<file path="src/sv/ltp_pkg.sv">
`default_nettype none

package ltp_pkg;

  localparam int PRIO_W      = 8;
  localparam int TICKET_W    = 9;
  localparam int RAND_W      = 32;
  localparam int DIV_CNT_W   = 5;
  localparam int TICKET_BASE = 500;
  localparam int PRIO_MAX    = 139;

  // 500 * p / 140 equals 25 * p / 7. The reciprocal 117050 / 2^15 gives the
  // exact quotient for every priority up to the clamp.
  localparam int RECIP       = 117050;
  localparam int RECIP_SHIFT = 15;
  localparam int PROD_W      = 25;

  typedef enum logic [1:0] {
    FN_ENQ  = 2'd0,
    FN_DEQ  = 2'd1,
    FN_PICK = 2'd2,
    FN_NOP  = 2'd3
  } func_t;

  typedef enum logic [1:0] {
    ST_OK        = 2'd0,
    ST_EMPTY     = 2'd1,
    ST_FULL      = 2'd2,
    ST_NOT_FOUND = 2'd3
  } status_t;

  typedef enum logic [3:0] {
    S_IDLE,
    S_ENQ,
    S_SRCH_RD,
    S_SRCH_CHK,
    S_SHIFT_RD,
    S_SHIFT_WR,
    S_DIV,
    S_WALK_RD,
    S_WALK_CHK,
    S_DONE
  } state_t;

  function automatic logic [TICKET_W-1:0] tickets_for(input logic [PRIO_W-1:0] prio);
    logic [PRIO_W-1:0] p;
    logic [PROD_W-1:0] prod;
    p    = (prio > PRIO_W'(PRIO_MAX)) ? PRIO_W'(PRIO_MAX) : prio;
    prod = PROD_W'(p) * PROD_W'(RECIP);
    return TICKET_W'(TICKET_BASE) - TICKET_W'(prod >> RECIP_SHIFT);
  endfunction

endpackage

`default_nettype wire

</file>
<file path="src/sv/ltp_in_if.sv">
`default_nettype none

interface ltp_in_if #(
  parameter int ID_W = 16
);
  logic                          valid;
  logic                          ready;
  ltp_pkg::func_t                func;
  logic [ID_W-1:0]               task_id;
  logic [ltp_pkg::PRIO_W-1:0]    priority_req;
  logic [ltp_pkg::RAND_W-1:0]    random_value;

  modport source (
    output valid, func, task_id, priority_req, random_value,
    input  ready
  );

  modport sink (
    input  valid, func, task_id, priority_req, random_value,
    output ready
  );
endinterface

`default_nettype wire

</file>
<file path="src/sv/ltp_out_if.sv">
`default_nettype none

interface ltp_out_if #(
  parameter int ID_W  = 16,
  parameter int CNT_W = 5,
  parameter int TOT_W = 13
);
  logic               valid;
  logic               ready;
  ltp_pkg::status_t   status;
  logic [ID_W-1:0]    picked_id;
  logic [TOT_W-1:0]   winning_ticket;
  logic [CNT_W-1:0]   running_count;
  logic [TOT_W-1:0]   ticket_total;

  modport source (
    output valid, status, picked_id, winning_ticket, running_count, ticket_total,
    input  ready
  );

  modport sink (
    input  valid, status, picked_id, winning_ticket, running_count, ticket_total,
    output ready
  );
endinterface

`default_nettype wire

</file>
<file path="src/sv/lottery_task_picker_top.sv">
`default_nettype none

// Lottery task picker: a table of up to TABLE_DEPTH runnable task ids in
// arrival order, each holding 500 - prio*500/140 tickets, with enqueue,
// dequeue (oldest matching id) and pick (winner = random mod total + 1, found
// by summing tickets in table order). The block takes one item at a time and
// is ready only when idle; a finished result waits in the output register
// while the next item is accepted. The table lives in a memory with one read
// and one write port, so every search, shift or walk step has a read state
// followed by a check or write state. A rejected item or a no operation goes
// straight to the done state, enqueue writes one entry, dequeue searches for
// the id and shifts the later entries down, and pick runs the bit-serial
// remainder unit, walks the entries and then loads the result. A result that is
// still waiting for the sink holds the next result back. The table needs no
// clearing after reset; entries at or beyond the count are never used.
module lottery_task_picker_top #(
  parameter int TABLE_DEPTH = 16,
  parameter int ID_BITS     = 16
) (
  input  wire logic clk,
  input  wire logic rst_n,
  ltp_in_if.sink    in_ch,
  ltp_out_if.source out_ch
);
  import ltp_pkg::*;

  localparam int IDX_W = (TABLE_DEPTH > 1) ? $clog2(TABLE_DEPTH) : 1;
  localparam int CNT_W = $clog2(TABLE_DEPTH + 1);
  localparam int TOT_W = $clog2(TICKET_BASE * TABLE_DEPTH + 1);
  localparam logic [CNT_W-1:0]     DEPTH_C  = CNT_W'(TABLE_DEPTH);
  localparam logic [DIV_CNT_W-1:0] DIV_LAST = DIV_CNT_W'(RAND_W - 1);

  logic [ID_BITS-1:0]  mem_id [TABLE_DEPTH];
  logic [TICKET_W-1:0] mem_tk [TABLE_DEPTH];
  logic [ID_BITS-1:0]  rd_id_r;
  logic [TICKET_W-1:0] rd_tk_r;
  logic [IDX_W-1:0]    rd_addr;
  logic                wr_en;
  logic [IDX_W-1:0]    wr_addr;
  logic [ID_BITS-1:0]  wr_id;
  logic [TICKET_W-1:0] wr_tk;

  state_t                state_r, state_nxt;
  logic [ID_BITS-1:0]    id_r, id_nxt;
  logic [PRIO_W-1:0]     prio_r, prio_nxt;
  logic [RAND_W-1:0]     q_r, q_nxt;
  logic [TOT_W-1:0]      rem_r, rem_nxt;
  logic [DIV_CNT_W-1:0]  div_cnt_r, div_cnt_nxt;
  logic [CNT_W-1:0]      idx_r, idx_nxt;
  logic [TOT_W-1:0]      sum_r, sum_nxt;
  logic [TOT_W-1:0]      win_r, win_nxt;
  logic [ID_BITS-1:0]    pick_r, pick_nxt;
  status_t               status_r, status_nxt;
  logic [CNT_W-1:0]      cnt_r, cnt_nxt;
  logic [TOT_W-1:0]      tot_r, tot_nxt;
  logic                  out_valid_r, out_valid_nxt;
  status_t               o_status_r, o_status_nxt;
  logic [ID_BITS-1:0]    o_pick_r, o_pick_nxt;
  logic [TOT_W-1:0]      o_win_r, o_win_nxt;
  logic [CNT_W-1:0]      o_cnt_r, o_cnt_nxt;
  logic [TOT_W-1:0]      o_tot_r, o_tot_nxt;

  logic                  in_fire;
  logic [CNT_W-1:0]      idx_inc;
  logic [TOT_W:0]        trial;
  logic [TOT_W-1:0]      rem_step;
  logic [TOT_W-1:0]      sum_step;

  assign in_fire = in_ch.valid && in_ch.ready;
  assign idx_inc = idx_r + 1'b1;
  assign trial   = {rem_r, q_r[RAND_W-1]};
  assign rem_step = (trial >= {1'b0, tot_r}) ? TOT_W'(trial - {1'b0, tot_r})
                                              : trial[TOT_W-1:0];
  assign sum_step = sum_r + TOT_W'(rd_tk_r);

  always_ff @(posedge clk) begin
    if (wr_en) begin
      mem_id[wr_addr] <= wr_id;
      mem_tk[wr_addr] <= wr_tk;
    end
    rd_id_r <= mem_id[rd_addr];
    rd_tk_r <= mem_tk[rd_addr];
  end

  always_ff @(posedge clk) begin
    if (!rst_n) begin
      state_r     <= S_IDLE;
      cnt_r       <= '0;
      tot_r       <= '0;
      out_valid_r <= 1'b0;
    end else begin
      state_r     <= state_nxt;
      cnt_r       <= cnt_nxt;
      tot_r       <= tot_nxt;
      out_valid_r <= out_valid_nxt;
    end
  end

  always_ff @(posedge clk) begin
    id_r       <= id_nxt;
    prio_r     <= prio_nxt;
    q_r        <= q_nxt;
    rem_r      <= rem_nxt;
    div_cnt_r  <= div_cnt_nxt;
    idx_r      <= idx_nxt;
    sum_r      <= sum_nxt;
    win_r      <= win_nxt;
    pick_r     <= pick_nxt;
    status_r   <= status_nxt;
    o_status_r <= o_status_nxt;
    o_pick_r   <= o_pick_nxt;
    o_win_r    <= o_win_nxt;
    o_cnt_r    <= o_cnt_nxt;
    o_tot_r    <= o_tot_nxt;
  end

  always_comb begin
    state_nxt     = state_r;
    id_nxt        = id_r;
    prio_nxt      = prio_r;
    q_nxt         = q_r;
    rem_nxt       = rem_r;
    div_cnt_nxt   = div_cnt_r;
    idx_nxt       = idx_r;
    sum_nxt       = sum_r;
    win_nxt       = win_r;
    pick_nxt      = pick_r;
    status_nxt    = status_r;
    cnt_nxt       = cnt_r;
    tot_nxt       = tot_r;
    out_valid_nxt = out_valid_r;
    o_status_nxt  = o_status_r;
    o_pick_nxt    = o_pick_r;
    o_win_nxt     = o_win_r;
    o_cnt_nxt     = o_cnt_r;
    o_tot_nxt     = o_tot_r;
    rd_addr       = idx_r[IDX_W-1:0];
    wr_en         = 1'b0;
    wr_addr       = idx_r[IDX_W-1:0];
    wr_id         = rd_id_r;
    wr_tk         = rd_tk_r;

    if (out_ch.valid && out_ch.ready) begin
      out_valid_nxt = 1'b0;
    end

    unique case (state_r)
      S_IDLE: begin
        if (in_fire) begin
          id_nxt     = in_ch.task_id;
          prio_nxt   = in_ch.priority_req;
          q_nxt      = in_ch.random_value;
          rem_nxt    = '0;
          div_cnt_nxt = '0;
          idx_nxt    = '0;
          sum_nxt    = '0;
          win_nxt    = '0;
          pick_nxt   = '0;
          status_nxt = ST_OK;
          state_nxt  = S_DONE;
          unique case (in_ch.func)
            FN_ENQ: begin
              if (cnt_r >= DEPTH_C) begin
                status_nxt = ST_FULL;
              end else begin
                state_nxt = S_ENQ;
              end
            end
            FN_DEQ: begin
              if (cnt_r == '0) begin
                status_nxt = ST_NOT_FOUND;
              end else begin
                state_nxt = S_SRCH_RD;
              end
            end
            FN_PICK: begin
              if (cnt_r == '0 || tot_r == '0) begin
                status_nxt = ST_EMPTY;
              end else begin
                state_nxt = S_DIV;
              end
            end
            FN_NOP: begin
              status_nxt = ST_OK;
            end
          endcase
        end
      end
      S_ENQ: begin
        wr_en     = 1'b1;
        wr_addr   = cnt_r[IDX_W-1:0];
        wr_id     = id_r;
        wr_tk     = tickets_for(prio_r);
        cnt_nxt   = cnt_r + 1'b1;
        tot_nxt   = tot_r + TOT_W'(tickets_for(prio_r));
        state_nxt = S_DONE;
      end
      S_SRCH_RD: begin
        state_nxt = S_SRCH_CHK;
      end
      S_SRCH_CHK: begin
        if (rd_id_r == id_r) begin
          tot_nxt   = tot_r - TOT_W'(rd_tk_r);
          state_nxt = S_SHIFT_RD;
        end else if (idx_inc >= cnt_r) begin
          status_nxt = ST_NOT_FOUND;
          state_nxt  = S_DONE;
        end else begin
          idx_nxt   = idx_inc;
          state_nxt = S_SRCH_RD;
        end
      end
      S_SHIFT_RD: begin
        rd_addr = idx_inc[IDX_W-1:0];
        if (idx_inc < cnt_r) begin
          state_nxt = S_SHIFT_WR;
        end else begin
          cnt_nxt   = cnt_r - 1'b1;
          state_nxt = S_DONE;
        end
      end
      S_SHIFT_WR: begin
        wr_en     = 1'b1;
        idx_nxt   = idx_inc;
        state_nxt = S_SHIFT_RD;
      end
      S_DIV: begin
        rem_nxt     = rem_step;
        q_nxt       = {q_r[RAND_W-2:0], 1'b0};
        div_cnt_nxt = div_cnt_r + 1'b1;
        if (div_cnt_r == DIV_LAST) begin
          win_nxt   = rem_step + 1'b1;
          state_nxt = S_WALK_RD;
        end
      end
      S_WALK_RD: begin
        state_nxt = S_WALK_CHK;
      end
      S_WALK_CHK: begin
        sum_nxt  = sum_step;
        pick_nxt = rd_id_r;
        if (sum_step >= win_r || idx_inc >= cnt_r) begin
          state_nxt = S_DONE;
        end else begin
          idx_nxt   = idx_inc;
          state_nxt = S_WALK_RD;
        end
      end
      S_DONE: begin
        if (!out_valid_r || out_ch.ready) begin
          out_valid_nxt = 1'b1;
          o_status_nxt  = status_r;
          o_pick_nxt    = pick_r;
          o_win_nxt     = win_r;
          o_cnt_nxt     = cnt_r;
          o_tot_nxt     = tot_r;
          state_nxt     = S_IDLE;
        end
      end
      default: begin
        state_nxt = S_IDLE;
      end
    endcase
  end

  assign in_ch.ready           = (state_r == S_IDLE);
  assign out_ch.valid          = out_valid_r;
  assign out_ch.status         = o_status_r;
  assign out_ch.picked_id      = o_pick_r;
  assign out_ch.winning_ticket = o_win_r;
  assign out_ch.running_count  = o_cnt_r;
  assign out_ch.ticket_total   = o_tot_r;

  a_cnt_bound: assert property (@(posedge clk) disable iff (!rst_n)
    cnt_r <= DEPTH_C)
    else $error("entry count exceeds table depth");

  a_empty_total: assert property (@(posedge clk) disable iff (!rst_n)
    (cnt_r == '0) |-> (tot_r == '0))
    else $error("ticket total nonzero with an empty table");

  a_win_range: assert property (@(posedge clk) disable iff (!rst_n)
    (state_r == S_WALK_CHK) |-> (win_r != '0 && win_r <= tot_r))
    else $error("winning ticket outside the ticket total");

  a_shift_range: assert property (@(posedge clk) disable iff (!rst_n)
    (state_r == S_SHIFT_WR) |-> (idx_inc < cnt_r))
    else $error("table shift beyond the last entry");

  a_result_src: assert property (@(posedge clk) disable iff (!rst_n)
    $rose(out_valid_r) |-> $past(state_r == S_DONE))
    else $error("result presented without a finished item");

endmodule

`default_nettype wire

</file>
<file path="src/flat_wrapper.sv">
// flat-port wrapper written by rule: the top's interface ports become plain ports
module lottery_task_picker_top_flat import ltp_pkg::*;
#(
  parameter int TABLE_DEPTH = 16,
  parameter int ID_BITS     = 16
)
  (clk, rst_n, in_ch_valid, in_ch_func, in_ch_task_id, in_ch_priority_req, in_ch_random_value, in_ch_ready, out_ch_valid, out_ch_status, out_ch_picked_id, out_ch_winning_ticket, out_ch_running_count, out_ch_ticket_total, out_ch_ready);
  ltp_in_if #(.ID_W((16))) in_ch_i ();
  ltp_out_if #(.ID_W((16)), .CNT_W((5)), .TOT_W((13))) out_ch_i ();
  input  wire logic clk;
  input  wire logic rst_n;
  input wire logic [$bits(in_ch_i.valid)-1:0] in_ch_valid;
  input wire logic [$bits(in_ch_i.func)-1:0] in_ch_func;
  input wire logic [$bits(in_ch_i.task_id)-1:0] in_ch_task_id;
  input wire logic [$bits(in_ch_i.priority_req)-1:0] in_ch_priority_req;
  input wire logic [$bits(in_ch_i.random_value)-1:0] in_ch_random_value;
  output wire logic [$bits(in_ch_i.ready)-1:0] in_ch_ready;
  output wire logic [$bits(out_ch_i.valid)-1:0] out_ch_valid;
  output wire logic [$bits(out_ch_i.status)-1:0] out_ch_status;
  output wire logic [$bits(out_ch_i.picked_id)-1:0] out_ch_picked_id;
  output wire logic [$bits(out_ch_i.winning_ticket)-1:0] out_ch_winning_ticket;
  output wire logic [$bits(out_ch_i.running_count)-1:0] out_ch_running_count;
  output wire logic [$bits(out_ch_i.ticket_total)-1:0] out_ch_ticket_total;
  input wire logic [$bits(out_ch_i.ready)-1:0] out_ch_ready;
  assign in_ch_i.valid = in_ch_valid;
  assign in_ch_i.func = in_ch_func;
  assign in_ch_i.task_id = in_ch_task_id;
  assign in_ch_i.priority_req = in_ch_priority_req;
  assign in_ch_i.random_value = in_ch_random_value;
  assign in_ch_ready = in_ch_i.ready;
  assign out_ch_valid = out_ch_i.valid;
  assign out_ch_status = out_ch_i.status;
  assign out_ch_picked_id = out_ch_i.picked_id;
  assign out_ch_winning_ticket = out_ch_i.winning_ticket;
  assign out_ch_running_count = out_ch_i.running_count;
  assign out_ch_ticket_total = out_ch_i.ticket_total;
  assign out_ch_i.ready = out_ch_ready;
  lottery_task_picker_top #(.TABLE_DEPTH(TABLE_DEPTH), .ID_BITS(ID_BITS)) u_core (.clk(clk), .rst_n(rst_n), .in_ch(in_ch_i), .out_ch(out_ch_i));
endmodule
</file>
<file path="config.mk">
export PLATFORM = sky130hd
export DESIGN_NAME = lottery_task_picker_top_flat
export DESIGN_NICKNAME = d
export VERILOG_FILES = /design/src/sv/ltp_pkg.sv /design/src/sv/ltp_in_if.sv /design/src/sv/ltp_out_if.sv /design/src/sv/lottery_task_picker_top.sv /design/src/flat_wrapper.sv
export SDC_FILE = /design/constraint.sdc
export NUM_CORES = 1
export LEC_CHECK = 0
export ABC_CLOCK_PERIOD_IN_PS = 17200
export BUFFER_PORTS_ARGS = -buffer_cell sky130_fd_sc_hd__buf_2
export CORE_UTILIZATION = 35
export CTS_BUF_LIST = sky130_fd_sc_hd__clkbuf_8
export DETAILED_ROUTE_END_ITERATION = 12
export SKIP_LAST_GASP = 1
export SLEW_MARGIN = 10
export SYNTH_ARGS = -nofsm -noshare
export SYNTH_HDL_FRONTEND = slang
export SYNTH_SLANG_ARGS = --single-unit
</file>
<file path="constraint.sdc">
create_clock -name clk -period 17.2 [get_ports clk]
set_input_delay 4.3 -clock clk [delete_from_list [all_inputs] [get_ports clk]]
set_output_delay 4.3 -clock clk [all_outputs]
set_load 0.05 [all_outputs]
</file>
==> results of run 1 <==
## through the flow
step	instance area (um^2)	cells	hold WS (ns)	util	setup WS [ns]
2_1_floorplan	28300	1832	0.400	-	8.71
3_3_place_gp	30300	2966	0.403	0.381	8.31
3_5_place_dp	30300	2966	0.407	0.381	7.88
4_1_cts	32400	3161	0.422	0.409	7.89
5_1_grt	32400	3162	0.430	0.409	7.07
6_report	32400	3162	0.421	0.409	7.88
## flip-flops by register name (all words and copies together), names as in the netlist, 9 cells and up
register / flops
u_core.id_r: 16
u_core.mem_id: 256
u_core.mem_tk: 144
u_core.out_ch.picked_id: 16
u_core.out_ch.ticket_total: 13
u_core.out_ch.winning_ticket: 13
u_core.pick_r: 16
u_core.q_r: 32
u_core.rd_id_r: 16
u_core.rd_tk_r: 9
u_core.rem_r: 13
u_core.sum_r: 13
u_core.tot_r: 13
u_core.win_r: 13
## area by class of cell
class,count,area (um^2)
diodes,1,2.50
clock buffers,107,1470
clock inverters,88,696
fillers,7252,46900
inverters,132,495
multi-input cells,1016,9500
flip-flops and latches,620,18100
well taps,1050,1310
repair buffers,148,831
## synthesized netlist by cell type (27+ instances only)
library cell               number  share of area
sky130_fd_sc_hd__and2_1        34         0.0075
sky130_fd_sc_hd__xor2_1        41          0.013
sky130_fd_sc_hd__mux2_2        32          0.013
sky130_fd_sc_hd__a21oi_1       63          0.011
sky130_fd_sc_hd__dfxtp_1       48          0.034
sky130_fd_sc_hd__clkbuf_1      60         0.0080
sky130_fd_sc_hd__fa_1          27          0.019
sky130_fd_sc_hd__nand2_1      124          0.016
sky130_fd_sc_hd__xnor2_1       45          0.014
sky130_fd_sc_hd__mux4_2       125           0.10
sky130_fd_sc_hd__o21ai_0       50         0.0089
sky130_fd_sc_hd__nor2_1       121          0.016
sky130_fd_sc_hd__ha_1         117          0.052
sky130_fd_sc_hd__inv_1        132          0.018
sky130_fd_sc_hd__edfxtp_1     572           0.61
## per-layer routing
metal  wire (um)  GRT usage  vias up
met4        2050     0.0636        0
met3        3440     0.0254      111
met2       30900      0.263      491
met5           0          0        -
met1       28800      0.213     8043
li1            -          -     7305
## worst max-delay path by stage
stage	start	endpoint	slack, ns	cells after the start
after CTS	u_core.prio_r[5]	u_core.tot_r[12]	7.89	36
after global placement	u_core.prio_r[5]	u_core.tot_r[12]	8.31	37
final	u_core.prio_r[5]	u_core.tot_r[12]	7.88	36
after detailed placement	u_core.prio_r[5]	u_core.tot_r[12]	7.88	36
after global routing	u_core.prio_r[5]	u_core.tot_r[12]	7.07	36
after floorplan	out_ch_ready	u_core.out_ch.picked_id[0]	8.71	2
## worst max-delay path: cells and delay by family (launching register included)
| kind | cells | cell delay (ns) |
|---|---|---|
| compound gates | 12 | 2.84 |
| fa+ha+maj | 7 | 2.47 |
| simple gates | 9 | 2.41 |
| xor+xnor | 2 | 0.51 |
| flops | 1 | 0.46 |
| buf+inv | 5 | 0.43 |
| mux | 1 | 0.15 |
## logic make-up after synthesis
| family | after synthesis | share of synthesized area |
|---|---|---|
| AO/OA/AOI/OAI | 203 | 0.0455 |
| buffers and inverters | 196 | 0.0260 |
| adder cells (fa/ha/maj) | 144 | 0.0709 |
| XOR/XNOR | 88 | 0.0282 |
| AND/OR/NAND/NOR | 405 | 0.0688 |
| other | 1 | 0.000133 |
| flip-flops | 620 | 0.642 |
| multiplexers | 174 | 0.119 |
==> reports/qor_table.md, run 1 <==
| Group | Parameter | Reported |
|---|---|---|
| clock tree | Clock tree from TritonCTS | done |
| synth | Sequential-to-total area share from yosys stat | 0.642 |
| critical path | Register-to-register setup slack | 7.88 ns |
| sta | Hold violation total from the final report | 0 |
| critical path | Critical register-to-register path endpoint | u_core.tot_r[12] |
| critical path | Stage delay of the slowest cell on the critical path | 0.53 ns |
| die | Number of placed I/O pins | 113 |
| routing | DRC violation count after routing | 0 |
| routing | Via-to-Cell Ratio | 5.04 |
| placed design | Sum of net half-perimeters after detailed placement | 40,200 um |
| die | Horizontal die dimension | 286 um |
| synth | Average cell area after synthesis | 15.4 um^2 |
| clock tree | Hold buffer count at cts | 0 |
| routing | Antenna viol nets, final | 0 |
| clock tree | Clock Tree Root | sky130_fd_sc_hd__clkbuf_8 |
| clock tree | Clock insertion delay at the later pin of the skew report | 0.74 ns |
| global route | First-pass GRT wire length | 98,800 um |
| critical path | Worst Path Arrival | 9.96 ns |
| clock tree | Clock transition at the register clock pins on the worst setup and hold paths after CTS | 0.07 ns |
| job | # Max-Cap Violations | 0 |
| global route | Overall track demand over capacity in global routing | 0.160 |
| clock tree | Sinks on Clock Net | 620 |
| global route | Pin count of the biggest net entering global routing | 68 |
| worst hold path | Hold Path Cell Cnt | 0 |
| die | Number of standard-cell rows in the floorplan | 103 |
| die | DIE HEIGHT | 286 um |
| critical path | R2R depth | 36 |
| global route | Remaining global-route overflow | 0 |
| clock tree | Largest buffer count on any clock path | 3 |
| cells and area | Share of cells above drive strength 1 | 0.232 |
| worst hold path | Hold Crit Start | u_core.pick_r[13] |
| routing | Post-detailed-routing wire length | 65,200 um |
| placed design | Routability Congestion | 0.828 |
| synth | Synth cell types | 63 |
| synth | Post-synthesis instance area | 0.0283 mm^2 |
| critical path | Critical R2R Launch | u_core.prio_r[5] |
| routing | First drt pass iteration count | 5 |
| die | Initial standard-cell utilization of the core | 0.356 |
| routing | Detail-routed net length per standard cell | 20.6 um |
| sta | Count of pins over their slew limit | 0 |
| worst hold path | Type of the worst min-delay path | flop to flop |
| sta | Fmax | 0.107 GHz |
| clock tree | Post-cts repair resize count | 0 |
| outcome | Outcome | finished, final reports clean |
| sta | Slew at the pin with the worst max-slew slack | 1.16 ns |
| synth | Main synth FF type | sky130_fd_sc_hd__edfxtp_1 |
| synth | Instance count of the mapped netlist | 1,831 |
| cells and area | Most common cell after layout, fill and taps aside | sky130_fd_sc_hd__edfxtp_1 |
| sta | Time the final worst path needs with I/O delays and setup | 9.32 ns |
| sta | Summed negative setup slack over all endpoints | 0 ns |
| sta | Rel. slew slack | 0.223 |
| global route | Initial antenna violation count | 1 |
| sta | Unrepaired setup endpoints after global routing | no |
| clock tree | Total clock buffers created by CTS | 103 |
| clock tree | H-Tree Level Count | 3 |
| cells and area | Top library cells by usage in the layout, fill and taps aside | sky130_fd_sc_hd__edfxtp_1, sky130_fd_sc_hd__inv_1, sky130_fd_sc_hd__mux4_2 |
| synth | Number of synthesized flops with an enable pin | 572 |
| sta | Largest clock skew in the final design | 0.0705 ns |
| clock tree | Post CTS Setup Buffer Count | 0 |
| critical path | Crit path max-delay cell type | sky130_fd_sc_hd__fa_1 |
| critical path | Worst EP required | 17.83 ns |
| synth | Synthesis Warnings | 0 |
| critical path | Critical path endpoint category | flop |
| critical path | Crit-path max FO | 9 |
| cells and area | Post-layout nets | 2,227 |
| routing | Iter 0 DRT Violations | 1,066 |
| global route | Number of global-route vias before repair | 16,600 |
| critical path | Start-to-end type of the worst setup path | flop to flop |
| synth | Post-synthesis async set-or-reset flop share | 0 |
| cells and area | Area growth from synthesis to final layout | 14.8% |
| placed design | I/O Buffers | 112 |
| synth | FF+latch count, synth | 620 |
| routing | Via Count | 16,000 |
| die | Die area | 0.0819 mm^2 |
| sta | Final period util | 0.542 |
| critical path | Category of the worst setup path launch point | flop |
| critical path | Most frequent cell on the critical path | sky130_fd_sc_hd__inv_1 |
| worst hold path | Worst hold endpoint | u_core.out_ch.picked_id[13] |
| die | Core box area | 0.0794 mm^2 |
| sta | # setup viols final | 0 |
Power of run 1 is left out: the tool's default activity adds up to more than one toggle a clock period on the data nets, which glitch-free logic cannot reach.
==> inputs of run 2 (changes only) <==
ABC_AREA = 1   (was unset)
ABC_CLOCK_PERIOD_IN_PS = 9410   (was 17200)
clock period = 9.41 ns   (was 17.2 ns; I/O delays follow)
==> reports/qor_table.md, run 2 <==
| Group | Parameter | Reported | vs previous |
|---|---|---|---|
| critical path | Category of the worst setup path launch point | flop |  |
| placed design | I/O Buffers | 112 | unchanged |
| critical path | CP Launch Point | u_core.prio_r[5] |  |
| global route | Overall track demand over capacity in global routing | 0.176 | +0.0153 |
| die | Horizontal die dimension | 289 um | +1.0% |
| sta | Largest clock skew in the final design | 0.0343 ns | -0.0362 ns |
| sta | Hold violation total from the final report | 0 | unchanged |
| die | Core box area | 0.0811 mm^2 | +2.1% |
| job | # Max-Cap Violations | 0 | unchanged |
| cells and area | Top library cells by usage in the layout, fill and taps aside | sky130_fd_sc_hd__edfxtp_1, sky130_fd_sc_hd__nor2_1, sky130_fd_sc_hd__nand2_1 |  |
| global route | Initial antenna violation count | 1 | unchanged |
| sta | Count of pins over their slew limit | 0 | unchanged |
| clock tree | Post CTS Setup Buffer Count | 0 | unchanged |
| sta | Rel. slew slack | 0.220 | -0.00259 |
| clock tree | H-Tree Level Count | 3 | unchanged |
| die | Number of standard-cell rows in the floorplan | 104 | +0.97% |
| cells and area | Largest registers in the final layout | u_core.mem_id x256, u_core.mem_tk x144, u_core.q_r x32 |  |
| sta | Summed negative setup slack over all endpoints | 0 ns | unchanged |
| clock tree | Total clock buffers created by CTS | 101 | -1.9% |
| critical path | Register-to-register setup slack | 1.90 ns | -5.98 ns |
| cells and area | Post-layout nets | 2,946 | +32% |
| synth | Synthesis Warnings | 0 | unchanged |
| clock tree | Hold buffer count at cts | 0 | unchanged |
| clock tree | Clock tree from TritonCTS | done |  |
| clock tree | Post-cts repair resize count | 0 | unchanged |
| synth | Main synth FF type | sky130_fd_sc_hd__edfxtp_1 |  |
| worst hold path | Type of the worst min-delay path | flop to flop |  |
| outcome | Outcome | finished, final reports clean |  |
| synth | Instance count of the mapped netlist | 2,573 | +41% |
| sta | Final period util | 0.799 | +0.257 |
| global route | Remaining global-route overflow | 0 | unchanged |
| clock tree | Sinks on Clock Net | 620 | unchanged |
| clock tree | Clock transition at the register clock pins on the worst setup and hold paths after CTS | 0.06 ns | about the same |
| routing | Antenna viol nets, final | 0 | unchanged |
| synth | Most used standard cell by instance count after synthesis | sky130_fd_sc_hd__edfxtp_1 |  |
| cells and area | Area growth from synthesis to final layout | 14.6% |  |
| placed design | Sum of net half-perimeters after detailed placement | 43,900 um | +9.3% |
| synth | FF+latch count, synth | 620 | unchanged |
| die | Number of placed I/O pins | 113 | unchanged |
| routing | Iter 0 DRT Violations | 1,796 | +68% |
| routing | DRC violation count after routing | 0 | unchanged |
| routing | Detail-routed net length per standard cell | 18.8 um | -8.7% |
| sta | Time the final worst path needs with I/O delays and setup | 7.51 ns | -1.81 ns |
| critical path | R2R depth | 48 | +33% |
| synth | Cell types with the highest counts after synthesis | sky130_fd_sc_hd__edfxtp_1, sky130_fd_sc_hd__nor2_1, sky130_fd_sc_hd__nand2_1 |  |
| die | Die area | 0.0836 mm^2 | +2.1% |
| cells and area | Number of flip-flops in the largest register | 256 | unchanged |
| sta | Slew at the pin with the worst max-slew slack | 1.16 ns | -0.000290 ns |
| synth | Cell types with the largest area share after synthesis | sky130_fd_sc_hd__edfxtp_1, sky130_fd_sc_hd__ha_1, sky130_fd_sc_hd__o21ai_0, sky130_fd_sc_hd__nor2_1, sky130_fd_sc_hd__nand2_1 |  |
| synth | Average cell area after synthesis | 11.2 um^2 | -27% |
| critical path | Start-to-end type of the worst setup path | flop to flop |  |
| critical path | Most frequent cell on the critical path | sky130_fd_sc_hd__inv_1 |  |
| sta | Fmax | 0.133 GHz | +24% |
| clock tree | Clock Tree Root | sky130_fd_sc_hd__clkbuf_8 |  |
| routing | Via-to-Cell Ratio | 5.04 | about the same |
| global route | First-pass GRT wire length | 111,000 um | +13% |
| synth | Post-synthesis instance area | 0.0288 mm^2 | +2.1% |
| synth | Post-synthesis async set-or-reset flop share | 0 | unchanged |
| critical path | Worst EP required | 10.00 ns | -7.83 ns |
| critical path | Endpoint of the worst setup timing path | u_core.tot_r[12] |  |
| cells and area | Share of cells above drive strength 1 | 0.146 | -0.0853 |
| critical path | Critical R2R Launch | u_core.prio_r[5] |  |
| clock tree | Largest buffer count on any clock path | 3 | unchanged |
| die | DIE HEIGHT | 289 um | +1.0% |
| synth | Area share of the largest cell type after synthesis | 0.596 | -0.0123 |
| critical path | Crit-path max FO | 6 | -3 |
| clock tree | Clock insertion delay at the later pin of the skew report | 0.71 ns | -0.03 ns |
| cells and area | Most common cell after layout, fill and taps aside | sky130_fd_sc_hd__edfxtp_1 |  |
| placed design | Routability Congestion | 0.833 | +0.71% |
| synth | Cell accounting for the most synthesized area | sky130_fd_sc_hd__edfxtp_1 |  |
| critical path | Critical path endpoint category | flop |  |
| global route | Pin count of the biggest net entering global routing | 112 | +65% |
| synth | Synth cell types | 59 | -6.3% |
| routing | Post-detailed-routing wire length | 73,200 um | +12% |
| critical path | Critical register-to-register path endpoint | u_core.tot_r[12] |  |
| cells and area | Register name with the most flops | u_core.mem_id |  |
| global route | Number of global-route vias before repair | 19,000 | +15% |
| synth | Number of synthesized flops with an enable pin | 572 | unchanged |
| critical path | Worst Path Arrival | 8.10 ns | -1.86 ns |
| sta | Unrepaired setup endpoints after global routing | no |  |
| critical path | Crit path max-delay cell type | sky130_fd_sc_hd__fa_1 |  |
| die | Initial standard-cell utilization of the core | 0.356 | about the same |
| critical path | Stage delay of the slowest cell on the critical path | 0.52 ns | about the same |
| synth | Sequential-to-total area share from yosys stat | 0.629 | -0.0130 |
| routing | Via Count | 19,600 | +23% |
| routing | First drt pass iteration count | 8 | +3 |
| sta | # setup viols final | 0 | unchanged |
-- run 2: cell count changes in the layout (fill, tap and decap cells not counted), moves of 27 or more --
cell                       previous run  this run
sky130_fd_sc_hd__mux2_2              32         0
sky130_fd_sc_hd__and2_1              34         1
sky130_fd_sc_hd__nand2_1            123       320
sky130_fd_sc_hd__mux4_2             125         0
sky130_fd_sc_hd__o221ai_1             2        74
sky130_fd_sc_hd__o21ai_0             49       277
sky130_fd_sc_hd__nor2_1             103       333
sky130_fd_sc_hd__o22ai_1              0        27
sky130_fd_sc_hd__inv_1              167       283
sky130_fd_sc_hd__nand3_1             14        71
-- run 2: worst max-delay path, delay by kind of cell (launching register included) --
kind | cells | cell delay [ns]
AO/OA/AOI/OAI | 10 | 1.64
buffers and inverters | 10 | 0.62
adder cells (fa/ha/maj) | 8 | 2.78
AND/OR/NAND/NOR | 20 | 1.93
flip-flops | 1 | 0.44
-- run 2: area by class of cell --
cell class | instances | area (um^2)
Antenna cell | 1 | 2.50
Clock buffer | 112 | 1540
Clock inverter | 79 | 549
Fill cell | 7739 | 48000
Inverter | 260 | 980
Multi-Input combinational cell | 1585 | 9510
Sequential cell | 620 | 18100
Tap cell | 1060 | 1330
Timing Repair Buffer | 172 | 1010
-- run 2: kinds of logic (layout without fill, tap and decap cells) --
logic type / after synthesis / count (layout) / share of synthesized area
AOI/OAI and AO/OA: 548 / 548 / 0.113
and+or+nand+nor: 839 / 839 / 0.124
DFF: 620 / 620 / 0.629
other: 1 / 3 / 0.000130
xor gates and xnor gates: 52 / 52 / 0.0158
buffers and inverters: 369 / 623 / 0.0485
adders and majority gates: 144 / 144 / 0.0695
-- run 2: routing by layer --
layer  share of wire  global-route usage  vias to the layer above
met3           0.062              0.0322                      125
met1            0.45               0.243                     9443
met4           0.023              0.0491                        0
li1                -                   -                     9429
met2            0.47               0.282                      601
met5               0                   0                        -
-- run 2: how the worst min path moves through the flow --
| stage | start | endpoint | slack (ns) | cells after the start |
|---|---|---|---|---|
| 3_3_place_gp | u_core.status_r[0] | u_core.out_ch.status[0] | 0.40 | 0 |
| 6_report | u_core.pick_r[6] | u_core.out_ch.picked_id[6] | 0.42 | 0 |
| 4_1_cts | u_core.pick_r[15] | u_core.out_ch.picked_id[15] | 0.42 | 0 |
| 3_5_place_dp | u_core.status_r[1] | u_core.out_ch.status[1] | 0.41 | 0 |
| 5_1_grt | u_core.status_r[0] | u_core.out_ch.status[0] | 0.43 | 0 |
| 2_1_floorplan | u_core.pick_r[0] | u_core.out_ch.picked_id[0] | 0.40 | 0 |
-- run 2: through the flow --
| step | cell area (um^2) | std cells | setup WS (ns) | hold slack [ns] | util |
|---|---|---|---|---|---|
| floorplan | 28800 | 2574 | 2.72 | 0.400 | - |
| global placement | 31000 | 3697 | 2.15 | 0.401 | 0.382 |
| detailed placement | 31000 | 3697 | 1.95 | 0.405 | 0.382 |
| CTS | 33100 | 3888 | 1.91 | 0.417 | 0.408 |
| global route | 33100 | 3889 | 1.14 | 0.425 | 0.408 |
| finish | 33100 | 3889 | 1.90 | 0.418 | 0.408 |
Power of run 2 is left out for the same reason.
